<file path="src/hw/rtl/cfi_pkg.sv">
// Shared widths and register codes for the cloud-in-cell force interpolator.
package cfi_pkg;

  localparam int POS_W    = 32;
  localparam int FORCE_W  = 32;
  localparam int INV_W    = 32;
  localparam int CELL_W   = 6;
  localparam int FRAC_W   = 16;
  localparam int WEIGHT_W = FRAC_W + 1;
  localparam int CWGT_W   = 2 * FRAC_W + 1;
  localparam int ACC_W    = 2 * FORCE_W;
  localparam int ENTRY_W  = 2 * FORCE_W;

  localparam logic [WEIGHT_W-1:0] WEIGHT_ONE = WEIGHT_W'(1) << FRAC_W;

  localparam logic [INV_W-1:0] INV_RESET = INV_W'(1) << FRAC_W;

  typedef logic [0:0] cfg_index_t;
  localparam cfg_index_t CFG_INV_CELL_WIDTH  = 1'b0;
  localparam cfg_index_t CFG_INV_CELL_HEIGHT = 1'b1;

  localparam logic MODE_WRITE = 1'b0;
  localparam logic MODE_QUERY = 1'b1;

endpackage

</file>
<file path="src/hw/rtl/cfi_scale.sv">
// Scales a query position to grid units and splits it into cell index and fraction.
module cfi_scale #(
  parameter int COL_W = 6,
  parameter int ROW_W = 6
) (
  input  logic                            clk,
  input  logic                            load,
  input  logic signed [cfi_pkg::POS_W-1:0] pos_x,
  input  logic signed [cfi_pkg::POS_W-1:0] pos_y,
  input  logic [cfi_pkg::INV_W-1:0]        inv_x,
  input  logic [cfi_pkg::INV_W-1:0]        inv_y,
  output logic [COL_W-1:0]                 col,
  output logic [ROW_W-1:0]                 row,
  output logic [cfi_pkg::FRAC_W-1:0]       frac_x,
  output logic [cfi_pkg::FRAC_W-1:0]       frac_y
);
  import cfi_pkg::*;

  localparam int PROD_W = POS_W + INV_W + 1;

  logic signed [PROD_W-1:0] scaled_x;
  logic signed [PROD_W-1:0] scaled_y;

  // Signed position times unsigned reciprocal gives an exact Q32.32 value.
  assign scaled_x = $signed(pos_x) * $signed({1'b0, inv_x});
  assign scaled_y = $signed(pos_y) * $signed({1'b0, inv_y});

  // The integer part is truncated to the grid width, which is the periodic wrap.
  always_ff @(posedge clk) begin
    if (load) begin
      col    <= scaled_x[2*FRAC_W+COL_W-1:2*FRAC_W];
      row    <= scaled_y[2*FRAC_W+ROW_W-1:2*FRAC_W];
      frac_x <= scaled_x[2*FRAC_W-1:FRAC_W];
      frac_y <= scaled_y[2*FRAC_W-1:FRAC_W];
    end
  end

endmodule
</file>
<file path="config.mk">
export PLATFORM = sky130hd
export DESIGN_NAME = cfi_scale
export DESIGN_NICKNAME = d
export VERILOG_FILES = /design/src/hw/rtl/cfi_pkg.sv /design/src/hw/rtl/cfi_scale.sv
export SDC_FILE = /design/constraint.sdc
export NUM_CORES = 2
export LEC_CHECK = 0
export ABC_AREA = 1
export ABC_CLOCK_PERIOD_IN_PS = 14600
export BUFFER_PORTS_ARGS = -buffer_cell sky130_fd_sc_hd__buf_2
export CAP_MARGIN = 5
export CORE_MARGIN = 5
export CORE_UTILIZATION = 34
export DETAILED_ROUTE_END_ITERATION = 12
export PLACE_DENSITY = 0.55
export SLEW_MARGIN = 20
export SYNTH_ARGS = -nofsm -noshare
export SYNTH_HDL_FRONTEND = slang
export SYNTH_SLANG_ARGS = --single-unit
</file>
<file path="constraint.sdc">
create_clock -name clk -period 14.6 [get_ports clk]
set_input_delay 2.19 -clock clk [delete_from_list [all_inputs] [get_ports clk]]
set_output_delay 2.19 -clock clk [all_outputs]
set_load 0.05 [all_outputs]
</file>
==> results.toml <==
[outcome]
status = "completed"

[clock_network]
cts_hold_buf = 0
cts_buffers = 5
postCtsSetupBuffers = 0
clock-sinks = 44
root_buffer = "clkbuf_16"
clk_pin_slew_ps = 60
htreeDepth = 2
cts_tree = "yes"
ctsResizeCount = 0
clockBufferDepth = 2

[setup_path]
critPathLaunchType = "input port"
cp_num_buf_inv = 8
path_max_fanout = 33
critical_path_class = "input port to flip-flop"
critPathSlowestCell = "buf_2"
worstPathArrival_ps = 9240
critPathTopFamily = "adder cells"
cp-end-kind = "flip-flop"
crit_top_cell = "fa_1"
critPathMaxStageDelay_ps = 720
critPathRequiredTime_ps = 14640

[finish]
nets = 7679
drive_gt1_share_pct = 3.291
layout_commonest_cell = "inv_1"
syn2layout_area_growth_pct = 4.729
final_area_um2 = 48990
final_cell_mix = "inv_1 (2129), nand2_1 (1783), fa_1 (1154)"

[route]
wl_met2_um = 66700
drtIter0Drc = 2356
routed-via-count = 36040
wl_um = 135000
met3WireLength_um = 5887
avgViaCountPerCell = 4.577
antenna_left = 0
dr.pass1.iters = 7
routedWlPerCell_um = 17.14
m1WireLength_um = 59820
topRoutingLayerUsed = "met5"
drc_errors = 0

[floorplan]
ios = 174
initial_utilization_pct = 34.11
rows = 136
die_h_um = 380.9
die_x_um = 380.9
core-area_um2 = 137200
die_area_um2 = 145100

[logic_synthesis]
syn_nets = 7776
ys_ff_latch = 44
seq_area_frac_synth_pct = 2.825
synth_cell_type_count = 41
synthArstFlopShare_pct = 0
netlist_instances = 6174
avgSynthCellArea_um2 = 7.576
synth_edf_count = 44
dominantRegCellSynth = "edfxtp_1"
synth_warnings = 0
synth_area_um2 = 46780

[hold_path]
hold_path_depth = 1
holdPathEnd = "col[0]"
hp-class = "input port to flip-flop"
hold_start = "load"

[timing]
finalHoldViolations = 0
fin_ws_ps = 5404
grt_setup_unrepaired = "no"
setup_violations = 0
finalCritPeriodShare_pct = 62.99
fmax_mhz = 108.7
maxSlewHeadroom_pct = 32.14
finalCriticalPeriod_ps = 9196
tns_ps = 0
slew_viol_final = 0
worst_pin_slew_ps = 1018

[placement]
place_congestion = 0.8699
placement.io_buffers = 173
dpl-instance-area_um2 = 48790
dp_slack_ps = 5154
hpwl_um = 110000

[grt]
grt_pass1_vias = 39730
grt.overflow.total = 0
groute.usage.overall_pct = 19.01
grt_first_pass_wirelength_um = 219900
grt_max_degree = 45
antenna_found_initial = 6

[job]
maxCapViolations = 0
==> cell families (layout without fill, tap and decap cells) <==
family / Yosys count / count (layout) / synth area share, %
buf+inv: 2412 / 2315 / 19.51
simple gates: 2032 / 2032 / 16.89
fa+ha+maj: 1472 / 1472 / 57.89
compound gates: 170 / 170 / 2.052
xor+xnor: 44 / 44 / 0.8239
flops: 44 / 44 / 2.825
other cells: 0 / 3 / 0
==> synthesized netlist by cell type, drive strengths merged (14+ instances only) <==
cell type     n  area, um2
nor3         17      85.08
edfxtp       44       1321
inv        2130       7995
ha          318       3979
fa         1154      23100
a21oi        75      375.4
nand2      1784       6699
xnor2        14      122.6
buf          78      361.6
o21ai        49      245.2
xor2         30      262.8
nor2         94      352.8
nand3        98      490.5
clkbuf      204      769.5
==> layout make-up <==
cell class / instances / area [um2]
Inverter: 2130 / 7995
Fill cell: 14490 / 88160
Timing Repair Buffer: 178 / 905.9
Antenna cell: 3 / 7.507
Clock inverter: 2 / 60.06
Tap cell: 1794 / 2245
Sequential cell: 44 / 1321
Clock buffer: 5 / 125.1
Multi-Input combinational cell: 3718 / 36330
==> layer usage <==
layer,vias up,GRT usage (%)
li1,16670,-
met1,18390,25.95
met2,857,33.61
met3,113,1.286
met4,2,3.573
met5,-,0
==> flip-flops by register name, indices dropped and copies added, names as in the netlist <==
| name | flops |
|---|---|
| frac_x | 16 |
| frac_y | 16 |
| col | 6 |
| row | 6 |
==> stage by stage <==
stage	cells	hold slack (ps)	util, %
2_1_floorplan	6174	2303	-
3_3_place_gp	7864	2737	35.58
3_5_place_dp	7864	2742	35.58
4_1_cts	7871	2694	35.71
5_1_grt	7871	2461	35.71
6_report	7874	2442	35.72
==> worst max-delay path by stage <==
| stage | slack [ps] | startpoint | to | cells after the start |
|---|---|---|---|---|
| after floorplan | 6130 | inv_y[18] | row[5] | 27 |
| after global routing | 5080 | inv_x[6] | col[5] | 25 |
| after CTS | 5450 | inv_x[6] | col[5] | 25 |
| after global placement | 5150 | inv_x[6] | col[5] | 25 |
| final | 5400 | inv_x[6] | col[5] | 25 |
| after detailed placement | 5150 | inv_x[6] | col[5] | 25 |
Power is left out: the tool's default activity adds up to more than one toggle a clock period on the data nets, which glitch-free logic cannot reach.
